### src/rtl/pfa_pkg.sv
`timescale 1ns / 1ps

package pfa_pkg;

    localparam int MODE_W    = 2;
    localparam int SIZE_W    = 16;
    localparam int STATUS_W  = 3;
    localparam int OUT_IDX_W = 4;
    localparam int POLICY_W  = 2;

    localparam logic [MODE_W-1:0] MODE_CLEAR  = 2'd0;
    localparam logic [MODE_W-1:0] MODE_APPEND = 2'd1;
    localparam logic [MODE_W-1:0] MODE_ALLOC  = 2'd2;
    localparam logic [MODE_W-1:0] MODE_NONE   = 2'd3;

    localparam logic [STATUS_W-1:0] ST_ALLOCATED = 3'd0;
    localparam logic [STATUS_W-1:0] ST_WAIT      = 3'd1;
    localparam logic [STATUS_W-1:0] ST_ADDED     = 3'd2;
    localparam logic [STATUS_W-1:0] ST_FULL      = 3'd3;
    localparam logic [STATUS_W-1:0] ST_CLEARED   = 3'd4;

    localparam logic [POLICY_W-1:0] POLICY_FIRST = 2'd0;
    localparam logic [POLICY_W-1:0] POLICY_BEST  = 2'd1;
    localparam logic [POLICY_W-1:0] POLICY_WORST = 2'd2;

    // microcode addresses
    typedef enum logic [2:0] {
        STEP_FETCH,
        STEP_CLEAR,
        STEP_APPEND,
        STEP_SCAN,
        STEP_FINISH
    } step_t;

    typedef enum logic [1:0] {
        SEQ_DISPATCH,   // wait for an item, jump by its mode
        SEQ_GOTO,       // jump to target once the step executes
        SEQ_LOOP        // jump to target while the scan goes on, else fall through
    } seq_cond_t;

    typedef enum logic [2:0] {
        ACT_FETCH,
        ACT_CLEAR,
        ACT_APPEND,
        ACT_SCAN,
        ACT_FINISH
    } act_t;

    typedef struct packed {
        seq_cond_t cond;
        step_t     target;
        act_t      act;
        logic      emit;     // step loads the result register
    } ctl_word_t;

    // sequencer -> datapath
    typedef struct packed {
        act_t act;
        logic fire;          // step executes this cycle
    } seq_ctl_t;

    // datapath -> sequencer
    typedef struct packed {
        logic              accept;
        logic [MODE_W-1:0] mode;
        logic              out_busy;
        logic              more;
    } seq_stat_t;

    function automatic ctl_word_t ucode(step_t s);
        ctl_word_t w;
        unique case (s)
            STEP_FETCH:  w = '{SEQ_DISPATCH, STEP_FETCH, ACT_FETCH,  1'b0};
            STEP_CLEAR:  w = '{SEQ_GOTO,     STEP_FETCH, ACT_CLEAR,  1'b1};
            STEP_APPEND: w = '{SEQ_GOTO,     STEP_FETCH, ACT_APPEND, 1'b1};
            STEP_SCAN:   w = '{SEQ_LOOP,     STEP_SCAN,  ACT_SCAN,   1'b0};
            STEP_FINISH: w = '{SEQ_GOTO,     STEP_FETCH, ACT_FINISH, 1'b1};
            default:     w = '{SEQ_GOTO,     STEP_FETCH, ACT_FETCH,  1'b0};
        endcase
        return w;
    endfunction

    function automatic step_t dispatch_step(logic [MODE_W-1:0] mode);
        step_t s;
        unique case (mode)
            MODE_CLEAR:  s = STEP_CLEAR;
            MODE_APPEND: s = STEP_APPEND;
            MODE_ALLOC:  s = STEP_SCAN;
            default:     s = STEP_FETCH;
        endcase
        return s;
    endfunction

endpackage

### src/rtl/pfa_in_if.sv
`timescale 1ns / 1ps

interface pfa_in_if
    import pfa_pkg::*;
();
    logic              valid;
    logic              ready;
    logic [MODE_W-1:0] mode;
    logic [SIZE_W-1:0] size_kb;

    modport source (output valid, output mode, output size_kb, input ready);
    modport sink   (input valid, input mode, input size_kb, output ready);
endinterface

### src/rtl/pfa_out_if.sv
`timescale 1ns / 1ps

interface pfa_out_if
    import pfa_pkg::*;
();
    logic                 valid;
    logic                 ready;
    logic [STATUS_W-1:0]  status;
    logic [OUT_IDX_W-1:0] partition_index;
    logic [SIZE_W-1:0]    free_before;
    logic [SIZE_W-1:0]    free_after;

    modport source (output valid, output status, output partition_index,
                    output free_before, output free_after, input ready);
    modport sink   (input valid, input status, input partition_index,
                    input free_before, input free_after, output ready);
endinterface

### src/rtl/pfa_ram.sv
`timescale 1ns / 1ps

module pfa_ram #(
    parameter int WIDTH = 16,
    parameter int DEPTH = 16
) (
    input  logic                                   clk,
    input  logic                                   we,
    input  logic [(DEPTH > 1 ? $clog2(DEPTH) : 1)-1:0] waddr,
    input  logic [WIDTH-1:0]                       wdata,
    input  logic                                   re,
    input  logic [(DEPTH > 1 ? $clog2(DEPTH) : 1)-1:0] raddr,
    output logic [WIDTH-1:0]                       rdata
);
    logic [WIDTH-1:0] mem [DEPTH];

    always_ff @(posedge clk)
    begin
        if (we)
        begin
            mem[waddr] <= wdata;
        end
        if (re)
        begin
            rdata <= mem[raddr];
        end
    end
endmodule

### src/rtl/pfa_seq.sv
`timescale 1ns / 1ps

module pfa_seq
    import pfa_pkg::*;
(
    input  logic      clk,
    input  logic      rst_n,
    input  seq_stat_t stat,
    output seq_ctl_t  ctl
);
    step_t     step_reg;
    step_t     step_next;
    ctl_word_t word;
    logic      fire;

    always_ff @(posedge clk or negedge rst_n)
    begin
        if (!rst_n)
        begin
            step_reg <= STEP_FETCH;
        end
        else
        begin
            step_reg <= step_next;
        end
    end

    always_comb
    begin
        word      = ucode(step_reg);
        // a result step holds while the result register is still occupied
        fire      = !(word.emit && stat.out_busy);
        step_next = step_reg;
        unique case (word.cond)
            SEQ_DISPATCH:
            begin
                if (stat.accept)
                begin
                    step_next = dispatch_step(stat.mode);
                end
            end
            SEQ_GOTO:
            begin
                if (fire)
                begin
                    step_next = word.target;
                end
            end
            SEQ_LOOP:
            begin
                step_next = stat.more ? word.target : step_t'(step_reg + 3'd1);
            end
            default:
            begin
                step_next = STEP_FETCH;
            end
        endcase
        ctl.act  = word.act;
        ctl.fire = fire;
    end

    a_alloc_scans: assert property (@(posedge clk) disable iff (!rst_n)
        stat.accept && stat.mode == MODE_ALLOC |=> step_reg == STEP_SCAN)
        else $error("allocate did not enter the scan loop");

    a_none_ignored: assert property (@(posedge clk) disable iff (!rst_n)
        stat.accept && stat.mode == MODE_NONE |=> step_reg == STEP_FETCH)
        else $error("unused mode left the fetch step");

    a_scan_exit: assert property (@(posedge clk) disable iff (!rst_n)
        step_reg == STEP_SCAN && !stat.more |=> step_reg == STEP_FINISH)
        else $error("scan loop did not exit to finish");
endmodule

### src/rtl/partition_fit_allocator.sv
`timescale 1ns / 1ps

// Partition fit allocator. Keeps free sizes (KB) of up to MAX_PARTITIONS
// partitions in a RAM with separate write and read ports and handles one
// item at a time: clear the table, append a partition, or allocate a request
// under the fit_policy register (first, best or worst fit; ties go to the
// lower index). One result item per accepted item, except mode 3 which is
// dropped silently. The scan walks the RAM read port one entry per cycle:
// clear and append are an accept step and a result step; an allocation is
// the accept step, one scan step per stored entry (at least one on an empty
// table) and a finish step; first fit stops at the first entry that fits.
// A result step waits while the output register is still occupied.
// A new item is taken while the previous result still waits in the output
// register. There is no clearing pass after reset; only entries below the
// count are ever compared.
module partition_fit_allocator
    import pfa_pkg::*;
#(
    parameter int MAX_PARTITIONS = 16
) (
    input  logic              clk,
    input  logic              rst_n,
    pfa_in_if.sink            req,
    pfa_out_if.source         rsp,
    input  logic              psel,
    input  logic              penable,
    input  logic              pwrite,
    input  logic [2:0]        paddr,
    input  logic [31:0]       pwdata,
    output logic [31:0]       prdata,
    output logic              pready
);
    localparam int IDX_W = (MAX_PARTITIONS > 1) ? $clog2(MAX_PARTITIONS) : 1;
    localparam int CNT_W = $clog2(MAX_PARTITIONS + 1);
    localparam logic [CNT_W-1:0] CNT_MAX = CNT_W'(MAX_PARTITIONS);
    localparam logic REG_FIT_POLICY = 1'b0;    // word index, paddr[2]

    // ---------------- config register ----------------
    logic [POLICY_W-1:0] policy_reg;

    assign pready = 1'b1;
    assign prdata = (paddr[2] == REG_FIT_POLICY) ? {{(32-POLICY_W){1'b0}}, policy_reg} : '0;

    always_ff @(posedge clk or negedge rst_n)
    begin
        if (!rst_n)
        begin
            policy_reg <= POLICY_FIRST;
        end
        else if (psel && penable && pwrite && paddr[2] == REG_FIT_POLICY)
        begin
            policy_reg <= pwdata[POLICY_W-1:0];
        end
    end

    // ---------------- sequencer ----------------
    seq_stat_t stat;
    seq_ctl_t  ctl;
    logic      accept;

    pfa_seq u_seq (
        .clk   (clk),
        .rst_n (rst_n),
        .stat  (stat),
        .ctl   (ctl)
    );

    assign req.ready = (ctl.act == ACT_FETCH);
    assign accept    = req.valid && req.ready;

    // ---------------- datapath state ----------------
    logic [SIZE_W-1:0]    size_reg,      size_next;
    logic [CNT_W-1:0]     cnt_reg,       cnt_next;
    logic [CNT_W-1:0]     scan_reg,      scan_next;
    logic                 found_reg,     found_next;
    logic [IDX_W-1:0]     best_idx_reg,  best_idx_next;
    logic [SIZE_W-1:0]    best_free_reg, best_free_next;
    logic                 out_valid_reg, out_valid_next;
    logic [STATUS_W-1:0]  status_reg,    status_next;
    logic [OUT_IDX_W-1:0] oidx_reg,      oidx_next;
    logic [SIZE_W-1:0]    before_reg,    before_next;
    logic [SIZE_W-1:0]    after_reg,     after_next;

    // RAM port
    logic              ram_we;
    logic [IDX_W-1:0]  ram_waddr;
    logic [SIZE_W-1:0] ram_wdata;
    logic              ram_re;
    logic [IDX_W-1:0]  ram_raddr;
    logic [SIZE_W-1:0] ram_rdata;

    pfa_ram #(
        .WIDTH (SIZE_W),
        .DEPTH (MAX_PARTITIONS)
    ) u_ram (
        .clk   (clk),
        .we    (ram_we),
        .waddr (ram_waddr),
        .wdata (ram_wdata),
        .re    (ram_re),
        .raddr (ram_raddr),
        .rdata (ram_rdata)
    );

    // scan helpers
    logic                    first_fit;
    logic                    hit;
    logic                    take;
    logic                    more;
    logic [CNT_W-1:0]        scan_inc;
    logic [IDX_W+OUT_IDX_W-1:0] best_idx_ext;
    logic [CNT_W+OUT_IDX_W-1:0] cnt_ext;

    assign first_fit    = (policy_reg != POLICY_BEST) && (policy_reg != POLICY_WORST);
    assign scan_inc     = scan_reg + 1'b1;
    // entry under compare is live only below the count (empty table: never)
    assign hit          = (scan_reg < cnt_reg) && (ram_rdata >= size_reg);
    assign best_idx_ext = {{OUT_IDX_W{1'b0}}, best_idx_reg};
    assign cnt_ext      = {{OUT_IDX_W{1'b0}}, cnt_reg};

    always_comb
    begin
        priority if (!hit)
        begin
            take = 1'b0;
        end
        else if (!found_reg)
        begin
            take = 1'b1;
        end
        else if (policy_reg == POLICY_BEST)
        begin
            take = ram_rdata < best_free_reg;
        end
        else if (policy_reg == POLICY_WORST)
        begin
            take = ram_rdata > best_free_reg;
        end
        else
        begin
            take = 1'b0;
        end
    end

    assign more = (scan_inc < cnt_reg) && !(first_fit && (found_reg || hit));

    assign stat.accept   = accept;
    assign stat.mode     = req.mode;
    assign stat.out_busy = out_valid_reg && !rsp.ready;
    assign stat.more     = more;

    always_comb
    begin
        size_next      = size_reg;
        cnt_next       = cnt_reg;
        scan_next      = scan_reg;
        found_next     = found_reg;
        best_idx_next  = best_idx_reg;
        best_free_next = best_free_reg;
        status_next    = status_reg;
        oidx_next      = oidx_reg;
        before_next    = before_reg;
        after_next     = after_reg;
        out_valid_next = out_valid_reg && !rsp.ready;
        ram_we         = 1'b0;
        ram_waddr      = best_idx_reg;
        ram_wdata      = size_reg;
        ram_re         = 1'b0;
        ram_raddr      = scan_inc[IDX_W-1:0];

        unique case (ctl.act)
            ACT_FETCH:
            begin
                // latch the item and prefetch entry 0 for a possible scan
                if (accept)
                begin
                    size_next  = req.size_kb;
                    scan_next  = '0;
                    found_next = 1'b0;
                    ram_re     = 1'b1;
                    ram_raddr  = '0;
                end
            end
            ACT_CLEAR:
            begin
                if (ctl.fire)
                begin
                    cnt_next       = '0;
                    out_valid_next = 1'b1;
                    status_next    = ST_CLEARED;
                    oidx_next      = '0;
                    before_next    = '0;
                    after_next     = '0;
                end
            end
            ACT_APPEND:
            begin
                if (ctl.fire)
                begin
                    out_valid_next = 1'b1;
                    if (cnt_reg >= CNT_MAX)
                    begin
                        status_next = ST_FULL;
                        oidx_next   = '0;
                        before_next = '0;
                        after_next  = '0;
                    end
                    else
                    begin
                        ram_we      = 1'b1;
                        ram_waddr   = cnt_reg[IDX_W-1:0];
                        ram_wdata   = size_reg;
                        cnt_next    = cnt_reg + 1'b1;
                        status_next = ST_ADDED;
                        oidx_next   = cnt_ext[OUT_IDX_W-1:0];
                        before_next = size_reg;
                        after_next  = size_reg;
                    end
                end
            end
            ACT_SCAN:
            begin
                // compare entry scan_reg, fetch the next one if the scan goes on
                if (take)
                begin
                    found_next     = 1'b1;
                    best_idx_next  = scan_reg[IDX_W-1:0];
                    best_free_next = ram_rdata;
                end
                scan_next = scan_inc;
                ram_re    = more;
            end
            ACT_FINISH:
            begin
                if (ctl.fire)
                begin
                    out_valid_next = 1'b1;
                    if (found_reg)
                    begin
                        ram_we      = 1'b1;
                        ram_waddr   = best_idx_reg;
                        ram_wdata   = best_free_reg - size_reg;
                        status_next = ST_ALLOCATED;
                        oidx_next   = best_idx_ext[OUT_IDX_W-1:0];
                        before_next = best_free_reg;
                        after_next  = best_free_reg - size_reg;
                    end
                    else
                    begin
                        status_next = ST_WAIT;
                        oidx_next   = '0;
                        before_next = '0;
                        after_next  = '0;
                    end
                end
            end
            default:
            begin
                out_valid_next = out_valid_reg && !rsp.ready;
            end
        endcase
    end

    always_ff @(posedge clk or negedge rst_n)
    begin
        if (!rst_n)
        begin
            cnt_reg       <= '0;
            found_reg     <= 1'b0;
            out_valid_reg <= 1'b0;
        end
        else
        begin
            cnt_reg       <= cnt_next;
            found_reg     <= found_next;
            out_valid_reg <= out_valid_next;
        end
    end

    always_ff @(posedge clk)
    begin
        size_reg      <= size_next;
        scan_reg      <= scan_next;
        best_idx_reg  <= best_idx_next;
        best_free_reg <= best_free_next;
        status_reg    <= status_next;
        oidx_reg      <= oidx_next;
        before_reg    <= before_next;
        after_reg     <= after_next;
    end

    assign rsp.valid           = out_valid_reg;
    assign rsp.status          = status_reg;
    assign rsp.partition_index = oidx_reg;
    assign rsp.free_before     = before_reg;
    assign rsp.free_after      = after_reg;

    a_cnt_bound: assert property (@(posedge clk) disable iff (!rst_n)
        cnt_reg <= CNT_MAX)
        else $error("partition count beyond table size");

    a_pick_fits: assert property (@(posedge clk) disable iff (!rst_n)
        ctl.act == ACT_FINISH && found_reg |-> best_free_reg >= size_reg)
        else $error("chosen partition smaller than request");

    a_alloc_shrinks: assert property (@(posedge clk) disable iff (!rst_n)
        out_valid_reg && status_reg == ST_ALLOCATED |-> after_reg <= before_reg)
        else $error("allocation grew a partition");
endmodule
### src/flat_wrapper.sv
// flat-port wrapper written by rule: the top's interface ports become plain ports
module partition_fit_allocator_flat import pfa_pkg::*;
#(
    parameter int MAX_PARTITIONS = 16
)
  (clk, rst_n, psel, penable, pwrite, paddr, pwdata, prdata, pready, req_valid, req_mode, req_size_kb, req_ready, rsp_valid, rsp_status, rsp_partition_index, rsp_free_before, rsp_free_after, rsp_ready);
  pfa_in_if req_i ();
  pfa_out_if rsp_i ();
  input  logic clk;
  input  logic rst_n;
  input  logic psel;
  input  logic penable;
  input  logic pwrite;
  input  logic [2:0] paddr;
  input  logic [31:0] pwdata;
  output logic [31:0] prdata;
  output logic pready;
  input wire logic [$bits(req_i.valid)-1:0] req_valid;
  input wire logic [$bits(req_i.mode)-1:0] req_mode;
  input wire logic [$bits(req_i.size_kb)-1:0] req_size_kb;
  output wire logic [$bits(req_i.ready)-1:0] req_ready;
  output wire logic [$bits(rsp_i.valid)-1:0] rsp_valid;
  output wire logic [$bits(rsp_i.status)-1:0] rsp_status;
  output wire logic [$bits(rsp_i.partition_index)-1:0] rsp_partition_index;
  output wire logic [$bits(rsp_i.free_before)-1:0] rsp_free_before;
  output wire logic [$bits(rsp_i.free_after)-1:0] rsp_free_after;
  input wire logic [$bits(rsp_i.ready)-1:0] rsp_ready;
  assign req_i.valid = req_valid;
  assign req_i.mode = req_mode;
  assign req_i.size_kb = req_size_kb;
  assign req_ready = req_i.ready;
  assign rsp_valid = rsp_i.valid;
  assign rsp_status = rsp_i.status;
  assign rsp_partition_index = rsp_i.partition_index;
  assign rsp_free_before = rsp_i.free_before;
  assign rsp_free_after = rsp_i.free_after;
  assign rsp_i.ready = rsp_ready;
  partition_fit_allocator #(.MAX_PARTITIONS(MAX_PARTITIONS)) u_core (.clk(clk), .rst_n(rst_n), .req(req_i), .rsp(rsp_i), .psel(psel), .penable(penable), .pwrite(pwrite), .paddr(paddr), .pwdata(pwdata), .prdata(prdata), .pready(pready));
endmodule
### config.mk
export PLATFORM = sky130hd
export DESIGN_NAME = partition_fit_allocator_flat
export DESIGN_NICKNAME = d
export VERILOG_FILES = /design/src/rtl/pfa_pkg.sv /design/src/rtl/pfa_in_if.sv /design/src/rtl/pfa_out_if.sv /design/src/rtl/pfa_ram.sv /design/src/rtl/pfa_seq.sv /design/src/rtl/partition_fit_allocator.sv /design/src/flat_wrapper.sv
export SDC_FILE = /design/constraint.sdc
export NUM_CORES = 1
export LEC_CHECK = 0
export BUFFER_PORTS_ARGS = -buffer_cell sky130_fd_sc_hd__buf_2
export CAP_MARGIN = 5
export CORE_UTILIZATION = 54
export DETAILED_ROUTE_END_ITERATION = 8
export HOLD_SLACK_MARGIN = 0.03
export PLACE_DENSITY = 0.82
export SLEW_MARGIN = 20
export SYNTH_ARGS = -nofsm -noshare
export SYNTH_HDL_FRONTEND = slang
export SYNTH_SLANG_ARGS = --single-unit
export TNS_END_PERCENT = 5
### constraint.sdc
create_clock -name clk -period 4 [get_ports clk]
set_input_delay 0.6 -clock clk [delete_from_list [all_inputs] [get_ports clk]]
set_output_delay 0.6 -clock clk [all_outputs]
set_load 0.1 [all_outputs]
==> metrics.md, run 1 <==
| Metric | Value |
|---|---|
| Startpoint types | flip-flop |
| Setup TNS | 0 ps |
| Largest Register | u_core.u_ram.mem |
| Fillers | 2105 |
| Largest delay share family, worst path | compound AO/OA/AOI/OAI gates |
| Core Util, Final | 62.2% |
| Yosys warns | 0 |
| CP required | 4230 ps |
| Hold Crit Class | primary input to flip-flop |
| Sequential share of the synthesized area | 65.7% |
| DRC viols | 0 |
| IO Pins | 134 |
| Post-synth EDFFs | 352 |
| RSZ-0062 raised after global routing | no |
| WHS Endpoint | u_core.size_reg[10] |
| Max H-tree Level | 2 |
| Largest register FFs | 256 |
| Slew @ Worst Pin | 1070 ps |
| Via-to-Cell Ratio | 6.23 |
| CP most frequent cell | a21oi_1 |
| Synth Cell Area | 16500 µm² |
| Hold Path Origin | req_size_kb[10] |
| Top_reg_cell synth | edfxtp_1 |
| CTS tree | yes |
| Critical path class | flip-flop to flip-flop |
| Final wirelength | 37400 µm |
| Detailed router's first-iteration violation count | 1202 |
| Mux contribution to synthesized area | 4.38% |
| Status | finished clean |
| Initial DRT Pass Iterations | 6 |
| Area of the multi-input gates | 5130 µm² |
| Synthesis-to-finish area growth | 12.3% |
| Global route overflow | 0 |
| FF/Latch Area | 10900 µm² |
| Core box area | 29900 µm² |
| Top post-synthesis cells by area | edfxtp_1, ha_1, o21ai_0 |
| Leak pwr | 6.73 nW |
| Largest net degree at the start of global routing | 74 |
| Clock Tree Root | clkbuf_16 |
| Compound-Gate Fraction of Synth Area | 11.1% |
| Final period utilization | 89.4% |
| R2r setup slk | 420 ps |
| # Post-CTS Setup Buffers | 0 |
| Simple-gate share of the synthesized area | 8.35% |
| Vias in the first global route | 10.4k |
| FMAX | 0.280 GHz |
| Fin nets | 1453 |
| Row cnt | 63 |
| Netlist cell types | 61 |
| RR Endpoint | u_core.u_ram.mem[15][12] |
| HPWL after DPL | 23900 µm |
| Minimum clock period | 3580 ps |
| Hold Crit Depth | 1 |
| Drt wl/cell | 21.5 µm |
| Clock Tree Buf Depth | 3 |
| Worst ir drop on vdd | 0.420 mV |
| Slew Viols, Final | 0 |
| Die ar. | 31300 µm² |
| Largest fanout on the critical path | 16 |
| # port buffers | 70 |
| Initial antenna violation count | 0 |
| Overall Global Routing Usage | 23.9% |
| Endpoints failing setup | 0 |
| Slew margin rel. | 28.9% |
| Worst Path Buf+Inv | 2 |
| Post-synth top area share | 63.9% |
| Post-synthesis xor/xnor area fraction | 1.01% |
| Post-Layout Inst Area | 18600 µm² |
| Clock Pin Slew Worst Setup and Hold Paths | 60 ps |
| Placed cell areas | 17400 µm² |
| Share of post-route cells with drive strength above 1 | 15.4% |
| First-pass GRT wire length | 57200 µm |
| Peak per-stage delay on the critical path | 620 ps |
| Die H | 177 µm |
| Total CTS buffers | 37 |
| Max_cap viols | 0 |
| CTS sink count | 364 |
| Routability congestion estimate | 0.901 |
| Worst r2r path cells | 11 |
| R2R Path Start | u_core.best_free_reg[0] |
| CP Data Arrival Time | 3810 ps |
| Main combinational cell family by area after synthesis | compound AO/OA/AOI/OAI gates |
| DR vias | 10.9k |
| Initial Util | 55.4% |
| Post-CTS sizing | 0 |
| Syn Inst Count | 1229 |
| Final hold violation count | 0 |
| Adder-cell share of the synthesized area | 5.26% |
| Area leader, netlist | edfxtp_1 |
| Post-route ant nets | 0 |
| Asr flop ratio synth | 3.30% |
| CP max-delay cell | o21ai_2 |
| CP Cell Sequence | inv_1 > ha_1 > inv_1 > fa_1 > a211o_1 > a21oi_1 > a21oi_1 > a221o_1 > a21oi_1 > xor2_1 > o21ai_2 |
| Final total power | 14.4 mW |
| Worst Clk Skew | 22.0 ps |
| Antenna cells | 0 |
| PwrDens | 776 nW/µm² |
| Die Wd | 177 µm |
| Worst Setup End Kind | flip-flop |
| #FFs+latches synth | 364 |
| Clk Latency, worst-skew pair | 540 ps |
| Avg Cell Area, Syn | 13.5 µm² |
cells by family after synthesis:
family                     after synthesis
AOI/OAI and AO/OA                      277
xor gates and xnor gates                19
adders and majority gates               69
buffers and inverters                  143
DFF                                    364
muxes                                   52
other                                    2
and+or+nand+nor                        303
per-layer routing:
layer  vias to the layer above  track usage, %  share of wire (%)
met1                      5312            33.5                 41
met2                       634            38.2                 47
li1                       4816               -                  -
met5                         -               0                  0
met4                         0            8.26                2.8
met3                        92            3.74                8.7
Yosys cell counts (4+ instances only):
| library cell | count |
|---|---|
| edfxtp_1 | 352 |
| nor2_1 | 94 |
| nand2_1 | 90 |
| o21ai_0 | 77 |
| ha_1 | 68 |
| inv_1 | 54 |
| a21oi_1 | 53 |
| nor3_1 | 39 |
| clkbuf_1 | 38 |
| o22ai_1 | 35 |
| mux2i_1 | 33 |
| buf_4 | 31 |
| a31oi_1 | 23 |
| nand3_1 | 21 |
| and2_1 | 18 |
| a221oi_1 | 16 |
| mux4_2 | 16 |
| xnor2_1 | 14 |
| a21o_1 | 13 |
| a2111oi_2 | 12 |
| buf_2 | 12 |
| dfrtp_1 | 12 |
| nand2b_1 | 8 |
| nand4_1 | 7 |
| a2111oi_0 | 6 |
| nor2b_1 | 6 |
| o21a_1 | 6 |
| and3_1 | 5 |
| nor4_1 | 5 |
| xor2_1 | 5 |
| a211o_1 | 4 |
| a22o_1 | 4 |
| a32oi_1 | 4 |
worst max-delay path by stage:
| stage | start | end | cells past startpoint |
|---|---|---|---|
| 6_report | u_core.best_free_reg[0] | u_core.u_ram.mem[15][12] | 11 |
| 5_1_grt | u_core.u_seq.step_reg[0] | u_core.u_ram.rdata[4] | 10 |
| 4_1_cts | u_core.best_free_reg[0] | u_core.u_ram.mem[5][12] | 11 |
| 3_5_place_dp | u_core.best_free_reg[0] | u_core.u_ram.mem[15][12] | 11 |
| 3_3_place_gp | u_core.best_free_reg[0] | u_core.u_ram.mem[15][12] | 11 |
| 2_1_floorplan | u_core.scan_reg[1] | u_core.u_ram.rdata[0] | 11 |
where the power goes:
part | switching, mW | total, mW | internal [mW]
Clock | 1.42 | 3.38 | 1.96
Combinational | 4.20 | 5.76 | 1.56
Sequential | 0.289 | 5.28 | 4.99
Total | 5.91 | 14.4 | 8.51
metrics by stage:
stage                     std cells  hold WS [ps]  setup slack (ps)
final                          1742           248               423
after global routing           1742           244               267
after floorplan                1258           304              32.9
after detailed placement       1673           491               150
after CTS                      1741           239               107
after global placement         1673           493               427
placed cells by master, fill, tap and decap left out, types with 39 or more instances in the layout:
master,count
a21oi_1,53
buf_4,42
edfxtp_1,352
ha_1,68
o21ai_0,76
inv_1,54
nor2_1,92
buf_2,70
nand2_1,90
nor3_1,39
worst reg2reg max path: cells and delay by family (launching register included):
kind                     cells  cell delay [ps]
adder cells (fa/ha/maj)      2              660
buffers and inverters        2              150
AO/OA/AOI/OAI                6             1950
XOR/XNOR                     1              120
flip-flops                   1              390
repair_timing:
item / CTS / global route
hold buffers: 1 / 0
endpoints found under the setup margin: 0 / 0
hold endpoints to repair: 12 / 0
area by class of cell:
cell class | instances | area share [%]
clock inverters | 18 | 1.04
well taps | 390 | 2.63
repair buffers | 114 | 3.74
clock buffers | 49 | 5.34
flip-flops and latches | 364 | 58.5
inverters | 56 | 1.13
multi-input cells | 751 | 27.6
Power figures use the tool's default switching activity.
==> inputs of run 2 (changes only) <==
- CORE_ASPECT_RATIO: unset -> 1.4
==> metrics.md, run 2 (synthesized netlist as in run 1, its figures left out) <==
| Metric | Value |
|---|---|
| Startpoint types | flip-flop |
| Worst Setup End Kind | flip-flop |
| Die ar. | 31300 µm² |
| Largest Register | u_core.u_ram.mem |
| Core box area | 30000 µm² |
| Post-Layout Inst Area | 18500 µm² |
| Critical Path End | u_core.u_ram.rdata[15] |
| Post-CTS sizing | 0 |
| Metal3 WL | 2130 µm |
| Crit path from | u_core.u_seq.step_reg[0] |
| Final period utilization | 85.3% |
| CP required | 4340 ps |
| Die Wd | 150 µm |
| Clock Pin Slew Worst Setup and Hold Paths | 60 ps |
| # port buffers | 70 |
| First-pass GRT wire length | 55300 µm |
| Top Metal Used | met4 |
| CTS sink count | 364 |
| Setup TNS | 0 ps |
| Commonest non-fill, non-tap cell in the layout | edfxtp_1 |
| Worst Clk Skew | 10.4 ps |
| Max_cap viols | 0 |
| Routability congestion estimate | 0.907 |
| Clock Tree Buf Depth | 3 |
| Fin nets | 1453 |
| Largest net degree at the start of global routing | 98 |
| Overall Global Routing Usage | 22.9% |
| CP Data Arrival Time | 3750 ps |
| Detailed router's first-iteration violation count | 859 |
| Slew margin rel. | 29.9% |
| Slew @ Worst Pin | 1050 ps |
| Largest register FFs | 256 |
| Final hold violation count | 0 |
| Initial antenna violation count | 0 |
| CTS tree | yes |
| R2r setup slk | 590 ps |
| Synthesis-to-finish area growth | 11.6% |
| IO Pins | 134 |
| Clock Tree Root | clkbuf_16 |
| Initial DRT Pass Iterations | 5 |
| RSZ-0062 raised after global routing | no |
| Minimum clock period | 3410 ps |
| Share of post-route cells with drive strength above 1 | 15.5% |
| Largest fanout on the critical path | 51 |
| FMAX | 0.293 GHz |
| Endpoints failing setup | 0 |
| Max H-tree Level | 2 |
| Hold_ws | 260 ps |
| Global route overflow | 0 |
| Most frequent cells in the layout | edfxtp_1, nor2_1, nand2_1 |
| Post-route ant nets | 0 |
| Antenna cells | 0 |
| HPWL after DPL | 22800 µm |
| Vias in the first global route | 10.4k |
| Worst ir drop on vdd | 0.483 mV |
| Leak pwr | 6.70 nW |
| Clk Latency, worst-skew pair | 520 ps |
| Critical path class | flip-flop to flip-flop |
| DRC viols | 0 |
| Status | finished clean |
| RR Endpoint | u_core.u_ram.rdata[15] |
| DR WL met2 | 18300 µm |
| Slew Viols, Final | 0 |
| R2R Path Start | u_core.u_seq.step_reg[0] |
| # Post-CTS Setup Buffers | 0 |
| Via-to-Cell Ratio | 6.06 |
| Final wirelength | 35400 µm |
| Hold Crit Class | primary input to flip-flop |
| Row cnt | 75 |
| Placed cell areas | 17400 µm² |
| DR vias | 10.5k |
| Initial Util | 55.1% |
| Worst r2r path cells | 10 |
| Met1 WL | 13800 µm |
| Total CTS buffers | 34 |
| Die H | 209 µm |
| PwrDens | 758 nW/µm² |
| Drt wl/cell | 20.4 µm |
| Core Util, Final | 61.5% |
## run 2: changes by cell type in the layout (fill, tap and decap cells not counted), sizes merged
| cell | delta |
|---|---|
| buf | +3 |
| clkinv | +7 |
| clkinvlp | -2 |
| bufinv | -2 |
| clkbuf | -8 |
## run 2: final cells by class
class	count	area [µm²]
fill	2147	11600
inverter	56	210
timing repair buffer	117	718
sequential	364	10900
clock inverter	21	140
tap	385	482
multi-input combinational	751	5120
clock buffer	41	920
## run 2: how the worst min path moves through the flow
stage / startpoint / to / slack (ps) / cells after the start
final: req_size_kb[13] / u_core.size_reg[13] / 260 / 1
after global routing: req_size_kb[13] / u_core.size_reg[13] / 250 / 1
after CTS: req_size_kb[13] / u_core.size_reg[13] / 250 / 1
after detailed placement: u_core.u_ram.rdata[0] / u_core.best_free_reg[0] / 450 / 0
after global placement: u_core.u_ram.rdata[0] / u_core.best_free_reg[0] / 440 / 0
after floorplan: rst_n / u_core.cnt_reg[0] / 300 / 0
## run 2: critical path, stage by stage, from the launching register on
cell	delay, ps
dfrtp_1	410
ha_1	240
ha_1	410
o22ai_1	120
a21o_1	240
nand2_4	80
buf_4	510
nand2_1	550
o22ai_1	310
a221oi_1	110
nor2_1	220
## run 2: what timing repair did
item / 4_1_cts / 5_1_grt
endpoints found under the hold margin: 12 / 0
hold buffers: 1 / 0
setup endpoints to repair: 0 / 0
## run 2: stage by stage
step | setup WS, ps | cells | power, mW
after CTS | 334 | 1735 | 14.0
after global routing | 366 | 1735 | 14.6
after floorplan | 32.9 | 1258 | 9.63
after detailed placement | 359 | 1672 | 10.9
final | 590 | 1735 | 14.0
after global placement | 444 | 1672 | 10.8
## run 2: power by group
group / internal (mW) / switching [mW] / total [mW]
clock: 1.72 / 1.36 / 3.08
sequential: 4.99 / 0.252 / 5.24
combinational: 1.56 / 4.11 / 5.68
total: 8.28 / 5.73 / 14.0
## run 2: routing by layer
layer / global-route usage [%] / vias up
met5: 0 / -
met4: 9.93 / 0
met3: 2.82 / 94
met2: 39.8 / 513
met1: 28.7 / 5114
li1: - / 4800
==> inputs of run 3 (changes only) <==
- CORE_ASPECT_RATIO: 1.4 -> 0.6
- HOLD_SLACK_MARGIN: 0.03 -> unset
==> metrics.md, run 3 (synthesized netlist as in run 1, its figures left out) <==
| Metric | Value |
|---|---|
| Endpoints failing setup | 0 |
| Overall Global Routing Usage | 24.4% |
| Area of the multi-input gates | 5130 µm² |
| Core Util, Final | 61.8% |
| Synthesis-to-finish area growth | 12.2% |
| Largest Register | u_core.u_ram.mem |
| Hold Buf Count CTS | 1 |
| DR vias | 10.8k |
| Max_cap viols | 0 |
| Core box area | 30000 µm² |
| First-pass GRT wire length | 58200 µm |
| Clk Latency, worst-skew pair | 580 ps |
| Row cnt | 49 |
| CP max-delay cell | nor2_2 |
| Die Wd | 228 µm |
| Hold Crit Class | primary input to flip-flop |
| Status | finished clean |
| Slew @ Worst Pin | 997 ps |
| Worst Setup End Kind | flip-flop |
| Antenna cells | 0 |
| Clock Tree Buf Depth | 3 |
| IO Pins | 134 |
| Most frequent cells in the layout | edfxtp_1, nor2_1, nand2_1 |
| Largest delay share family, worst path | simple AND/OR/NAND/NOR gates |
| Global route overflow | 0 |
| Initial Util | 55.1% |
| Largest net degree at the start of global routing | 106 |
| Critical path class | flip-flop to flip-flop |
| Die ar. | 31400 µm² |
| Total CTS buffers | 31 |
| Fin nets | 1454 |
| Fillers | 2202 |
| Clock Tree Root | clkbuf_16 |
| Drt wl/cell | 22.0 µm |
| Slew Viols, Final | 0 |
| Post-route ant nets | 0 |
| CP required | 4320 ps |
| Peak per-stage delay on the critical path | 740 ps |
| Routability congestion estimate | 0.912 |
| Largest fanout on the critical path | 18 |
| # Post-CTS Setup Buffers | 0 |
| Vias in the first global route | 10.1k |
| Slew margin rel. | 33.4% |
| Worst Path Buf+Inv | 1 |
| Post-CTS sizing | 0 |
| Max H-tree Level | 1 |
| CTS sink count | 364 |
| Minimum clock period | 3720 ps |
| CTS tree | yes |
| Clock Pin Slew Worst Setup and Hold Paths | 70 ps |
| Final wirelength | 38700 µm |
| FF/Latch Area | 10900 µm² |
| FMAX | 0.269 GHz |
| Largest register FFs | 256 |
| CP Cell Sequence | ha_1 > ha_1 > o22ai_1 > a21o_1 > nand2_4 > inv_2 > nor2_2 > nand2_1 > o22ai_1 > nor2_1 |
| DRC viols | 0 |
| Final period utilization | 93.0% |
| CP Data Arrival Time | 4040 ps |
| Initial DRT Pass Iterations | 8 |
| Startpoint types | flip-flop |
| Initial antenna violation count | 0 |
| PwrDens | 772 nW/µm² |
| Worst ir drop on vdd | 0.511 mV |
| Leak pwr | 6.72 nW |
| Detailed router's first-iteration violation count | 1566 |
| # port buffers | 70 |
| Setup TNS | 0 ps |
| HPWL after DPL | 25000 µm |
| Worst Clk Skew | 15.0 ps |
| Share of post-route cells with drive strength above 1 | 15.7% |
| Die H | 138 µm |
| DP Worst Slack | 124 ps |
| Worst setup margin | 279 ps |
| Via-to-Cell Ratio | 6.14 |
| Final hold violation count | 0 |
| Commonest non-fill, non-tap cell in the layout | edfxtp_1 |
| RSZ-0062 raised after global routing | no |
## run 3: metrics by stage
stage	instances	cell area, µm²	hold slack (ps)	total power [mW]
3_3_place_gp	1698	17500	483	10.9
5_1_grt	1756	18600	182	14.9
4_1_cts	1755	18500	181	14.2
6_report	1756	18600	194	14.3
2_1_floorplan	1258	16700	304	9.63
3_5_place_dp	1698	17500	493	11.1
## run 3: per-layer routing
metal	GRT usage [%]	up-vias	wire (µm)
met3	5.01	74	4440
met1	37.1	5256	16800
met5	0	-	0
li1	-	4800	-
met4	5.22	0	754
met2	36.3	654	16800
## run 3: cell type report
type	count	share of cell area [%]
well taps	408	2.75
multi-input cells	751	27.6
flip-flops and latches	364	58.6
clock inverters	19	1.36
clock buffers	37	4.30
inverters	56	1.13
repair buffers	121	4.23
## run 3: worst paths after layout
check,startpoint,to,slack [ps],cells past startpoint
worst max-delay path,u_core.u_seq.step_reg[0],u_core.u_ram.rdata[2],280,10
worst min-delay path,req_size_kb[9],u_core.size_reg[9],190,1
worst max register to register,u_core.u_seq.step_reg[0],u_core.u_ram.rdata[2],280,10
worst min register to register,u_core.u_ram.rdata[0],u_core.best_free_reg[0],510,0
max in group asynchronous,rst_n,u_core.cnt_reg[3],3340,2
min in group asynchronous,rst_n,u_core.cnt_reg[1],430,2
## run 3: power breakdown
part	internal, mW	switching (mW)	total (mW)
registers	4.99	0.307	5.30
clock network	1.81	1.35	3.16
logic	1.61	4.25	5.87
